File: config.mk
export PLATFORM = sky130hd
export DESIGN_NAME = sm20_exec
export DESIGN_NICKNAME = d
export VERILOG_FILES = /design/src/rtl/stack_machine_20bit_unit_macros.svh /design/src/rtl/sm20_pkg.sv /design/src/rtl/sm20_exec.sv
export SDC_FILE = /design/constraint.sdc
export NUM_CORES = 1
export LEC_CHECK = 0
export BUFFER_PORTS_ARGS = -buffer_cell sky130_fd_sc_hd__buf_2
export CAP_MARGIN = 0
export CORE_ASPECT_RATIO = 1.75
export CORE_UTILIZATION = 45
export DETAILED_ROUTE_END_ITERATION = 8
export GPL_TIMING_DRIVEN = 0
export PLACE_DENSITY_LB_ADDON = 0.05
export SYNTH_ARGS = -nofsm -noshare
export SYNTH_HDL_FRONTEND = slang
export SYNTH_SLANG_ARGS = --single-unit
File: constraint.sdc
create_clock -name vclk -period 9.1
set_clock_uncertainty 0.15 [all_clocks]
set_input_delay 0.455 -clock vclk [all_inputs]
set_output_delay 0.455 -clock vclk [all_outputs]
set_load 0.05 [all_outputs]
File: src/rtl/stack_machine_20bit_unit_macros.svh
// -----------------------------------------------------------------------------
// Assertion macros for the 20-bit stack machine
// Shared concurrent assertion forms, clocked and reset-gated.
// -----------------------------------------------------------------------------
`ifndef STACK_MACHINE_20BIT_UNIT_MACROS_SVH
`define STACK_MACHINE_20BIT_UNIT_MACROS_SVH

// Same-cycle implication, disabled while reset is asserted.
`define SM20_ASSERT_NOW(lbl, clk, rstn, ante, cons) \
	lbl: assert property (@(posedge clk) disable iff (!rstn) (ante) |-> (cons)) \
		else $error("same-cycle check failed");

// Next-cycle implication, disabled while reset is asserted.
`define SM20_ASSERT_NEXT(lbl, clk, rstn, ante, cons) \
	lbl: assert property (@(posedge clk) disable iff (!rstn) (ante) |=> (cons)) \
		else $error("next-cycle check failed");

`endif

File: src/rtl/sm20_pkg.sv
// -----------------------------------------------------------------------------
// sm20_pkg
// Widths, instruction codes and shared types of the 20-bit stack machine.
// -----------------------------------------------------------------------------
`default_nettype none

package sm20_pkg;

	// Field widths.
	localparam int WORD_W = 20;
	localparam int MODE_W = 3;
	localparam int FILL_W = 12;

	// Default number of stack entries.
	localparam int STACK_DEPTH_DEF = 2048;

	// Instruction codes.
	localparam logic [MODE_W-1:0] MODE_PUSH = 3'd0;
	localparam logic [MODE_W-1:0] MODE_POP  = 3'd1;
	localparam logic [MODE_W-1:0] MODE_DUP  = 3'd2;
	localparam logic [MODE_W-1:0] MODE_ADD  = 3'd3;
	localparam logic [MODE_W-1:0] MODE_SUB  = 3'd4;

	// Control flags from the execute logic.
	typedef struct packed {
		logic wr_en;
		logic err;
		logic fail;
	} exec_flags_t;

endpackage

`default_nettype wire

File: src/rtl/sm20_exec.sv
// -----------------------------------------------------------------------------
// sm20_exec
// Execute step: checks one instruction against the stack and forms the update.
// -----------------------------------------------------------------------------
`default_nettype none

module sm20_exec #(
	parameter int STACK_DEPTH = sm20_pkg::STACK_DEPTH_DEF
) (
	input  wire logic [sm20_pkg::MODE_W-1:0]        mode,
	input  wire logic [sm20_pkg::WORD_W-1:0]        value,
	input  wire logic [$clog2(STACK_DEPTH+1)-1:0]   cnt,
	input  wire logic                               err,
	input  wire logic [sm20_pkg::WORD_W-1:0]        tos,
	input  wire logic [sm20_pkg::WORD_W-1:0]        nos,
	output logic      [$clog2(STACK_DEPTH+1)-1:0]   cnt_nxt,
	output logic      [sm20_pkg::WORD_W-1:0]        tos_nxt,
	output logic      [$clog2(STACK_DEPTH)-1:0]     waddr,
	output logic      [sm20_pkg::WORD_W-1:0]        wdata,
	output sm20_pkg::exec_flags_t                   flags
);

	localparam int FW = $clog2(STACK_DEPTH + 1);
	localparam int AW = $clog2(STACK_DEPTH);
	localparam int WW = sm20_pkg::WORD_W;

	logic [FW-1:0] cnt_m1;
	logic [FW-1:0] cnt_m2;
	logic          full;
	logic          empty;
	logic          short;
	logic [WW:0]   sum;
	logic          err_nxt;

	assign cnt_m1 = cnt - FW'(1);
	assign cnt_m2 = cnt - FW'(2);
	assign full   = (cnt >= FW'(STACK_DEPTH));
	assign empty  = (cnt == '0);
	assign short  = (cnt < FW'(2));
	assign sum    = {1'b0, tos} + {1'b0, nos};

	// Instruction decode; a failing instruction leaves the stack untouched.
	always_comb begin
		cnt_nxt       = cnt;
		tos_nxt       = tos;
		waddr         = cnt[AW-1:0];
		wdata         = value;
		err_nxt       = err;
		flags.wr_en   = 1'b0;
		if (!err) begin
			case (mode)
				sm20_pkg::MODE_PUSH: begin
					if (full) begin
						err_nxt = 1'b1;
					end else begin
						flags.wr_en = 1'b1;
						cnt_nxt     = cnt + FW'(1);
						tos_nxt     = value;
					end
				end
				sm20_pkg::MODE_POP: begin
					if (empty) begin
						err_nxt = 1'b1;
					end else begin
						cnt_nxt = cnt_m1;
						tos_nxt = nos;
					end
				end
				sm20_pkg::MODE_DUP: begin
					if (empty || full) begin
						err_nxt = 1'b1;
					end else begin
						flags.wr_en = 1'b1;
						wdata       = tos;
						cnt_nxt     = cnt + FW'(1);
					end
				end
				sm20_pkg::MODE_ADD: begin
					if (short || sum[WW]) begin
						err_nxt = 1'b1;
					end else begin
						flags.wr_en = 1'b1;
						waddr       = cnt_m2[AW-1:0];
						wdata       = sum[WW-1:0];
						cnt_nxt     = cnt_m1;
						tos_nxt     = sum[WW-1:0];
					end
				end
				sm20_pkg::MODE_SUB: begin
					if (short || (tos < nos)) begin
						err_nxt = 1'b1;
					end else begin
						flags.wr_en = 1'b1;
						waddr       = cnt_m2[AW-1:0];
						wdata       = tos - nos;
						cnt_nxt     = cnt_m1;
						tos_nxt     = tos - nos;
					end
				end
				default: begin
				end
			endcase
		end
		// Sticky error and the failed indication of the result.
		flags.err  = err_nxt;
		flags.fail = err_nxt || (cnt_nxt == '0);
	end

endmodule

`default_nettype wire

==> results by group <==
Placed design
  • Post-place setup slack: 3.66 ns
  • Port bufs: 137
  • Placer Congestion: 1.03
  • HPWL after DPL: 19100 um
  • Placed cell area: 5960 um2

Route
  • Post-DRT Antenna Nets: 0
  • First DRT Iteration DRCs: 757
  • Via/cell ratio: 6.68
  • First-pass DRT Iterations: 6
  • Routed len/inst: 22.5 um
  • Drt drc: 0
  • Vias: 7424
  • Total Wirelength: 25000 um

Critical path
  • Startpoint Class: primary input
  • Crit-path max FO: 10
  • Critical Path, Cell by Cell: buf_2 -> inv_1 -> ha_1 -> inv_1 -> fa_1 -> a211o_1 -> nand4_1 -> a211oi_1 -> o21a_1 -> o21ai_0 -> clkbuf_1 -> nand2_1 -> a31o_2 -> o31ai_1 -> nor4b_2 -> a21o_1 -> buf_2
  • Biggest cell delay along the critical path: 0.81 ns
  • Crit path capture type: output pin
  • Worst Path Required: 8.50 ns
  • Arrival time at the worst endpoint: 5.38 ns
  • Worst path slowest cell: o21ai_0
  • WP buf/inv: 5
  • Delay-heaviest family, CP: compound AO/OA/AOI/OAI gates
  • CP Class: primary input to output pin

Global route
  • Initial antenna violation count: 2
  • GRT Util Overall: 43.6%
  • Global-route wire length before repair: 37900 um
  • Vias in the first global route: 6926
  • Pin count of the biggest net entering global routing: 11
  • GR Overflow Total: 0

Floorplanning
  • Initial Util: 45.9%
  • Die Area: 11800 um2
  • I/O pin count: 142
  • Core area: 11100 um2
  • Die Wd: 82.4 um
  • Die Ht: 143 um
  • Row cnt: 51

Synthesis
  • Distinct cells, synth: 75
  • Sequential element share of the synthesized area: 0%
  • Mean area per synthesized cell: 6.07 um2
  • Yosys warnings: 0
  • Area contributors post-synth: a21oi_1, ha_1, nor2_1
  • Syn Std Cell Area: 5090 um2
  • Cell taking the most area after synthesis: a21oi_1
  • Syn_nets: 963
  • Synth Instances: 840
  • Post-synth top area share: 11.2%

Finish
  • # fillers: 1289
  • Layout cells sized above 1: 18.4%
  • Final Cell Area: 5960 um2
  • Seq Cell Count: 0
  • Layout clock buffers: 0
  • Nets: 1103
  • Sequential cell area: 0 um2
  • Area delta synth->final: 17.0%

STA
  • Setup-failing EPs final: 0
  • Final Slew Violations: 7
  • Slew margin rel.: -2.51%
  • Measured slew at the worst slew-check pin: 1.52 ns
  • TNS Setup: 0 ns
  • Post-route setup slack: 3.12 ns
  • Min cycle time layout: 5.98 ns
  • Period utilisation layout: 65.7%
  • F_max: 167 MHz
  • RSZ-0062 raised after global routing: no
  • Hold violation count in the final report: 0

Clocking
  • Hold-fix buffers at CTS: 0
  • Post-CTS sizing: 0
  • Post-CTS setup buffer count: 0

Min path
  • Worst min-delay path class: primary input to output pin

Outcome
  • Failing checks: capacitance limit, slew limit
  • Status: finished, violations left

Job
  • MaxCap Viol Count: 1
per-layer routing:
layer / track usage, % / share of wire, %
met5: 0 / 0
met4: 37.3 / 11
met3: 15.1 / 12
met2: 69.0 / 45
met1: 44.4 / 32
worst min-delay path, cell delays in order:
cell     delay [ns]
buf_6          0.10
xnor2_1        0.07
buf_2          0.20
through the flow:
step,cells,hold slack [ns],util (%)
after floorplan,840,0.927,-
after global placement,1109,1.13,53.5
after detailed placement,1110,1.13,53.7
after CTS,1110,1.13,53.7
after global routing,1110,1.16,53.7
final,1111,1.13,53.7
path summary, 6_finish.rpt:
path	from	end	slack (ns)	cells past startpoint
worst min-delay path	cnt[10]	waddr[10]	1.13	3
worst max-delay path	tos[0]	flags[0]	3.12	17
Yosys cell counts (all sizes together) (9+ instances only):
cell,number
nor2,98
and3,14
xor2,9
a221oi,17
inv,47
clkbuf,36
xnor2,30
a211oi,10
a21oi,114
nor3,24
o31ai,10
a21o,18
nor4,10
ha,45
o22ai,11
a31oi,13
nand3,17
o21a,11
nand2,86
nand2b,16
buf,24
o21ai,68
cells in the final DEF, fill, tap and decap left out, types with 4 or more instances in the layout:
master,netlist,layout
o211ai_1,8,8
o21bai_1,6,6
buf_2,14,151
buf_4,5,6
ha_1,45,45
nor2_1,98,98
nor3_1,22,22
nand3_1,17,17
a2111oi_0,5,5
o22a_1,4,4
a22oi_1,4,4
or4_1,5,5
or3_1,6,6
nand2b_1,16,16
nor2b_1,6,6
o21ai_0,61,61
o21ai_1,7,7
xor2_1,9,9
inv_1,45,45
nor4_1,10,9
a21oi_1,114,114
a211oi_1,8,8
o31ai_1,10,10
a221o_1,4,4
xnor2_1,30,30
a2bb2oi_1,4,4
or2_2,5,5
o21a_1,11,11
mux2i_1,4,4
and3_1,14,14
a31oi_1,13,13
clkbuf_1,36,36
a21o_1,18,18
a221oi_1,17,17
o22ai_1,11,11
nand2_1,86,86
cell type report:
class / instances / area, um2 / share of cell area (%)
Inverter: 47 / 176 / 2.96
Multi-Input combinational cell: 733 / 4650 / 78.0
Antenna cell: 1 / 2.50 / 0.0420
Timing Repair Buffer: 138 / 693 / 11.6
Buffer: 60 / 277 / 4.64
Tap cell: 132 / 165 / 2.77
cell families (layout without fill, tap and decap cells):
kind of cell,count (synthesis),count (layout),share of synthesized area [%]
compound gates,342,342,43.8
simple gates,300,300,27.8
buf+inv,107,245,8.89
fa+ha+maj,47,47,11.8
xor+xnor,39,39,6.70
mux,5,5,1.01
other cells,0,1,0
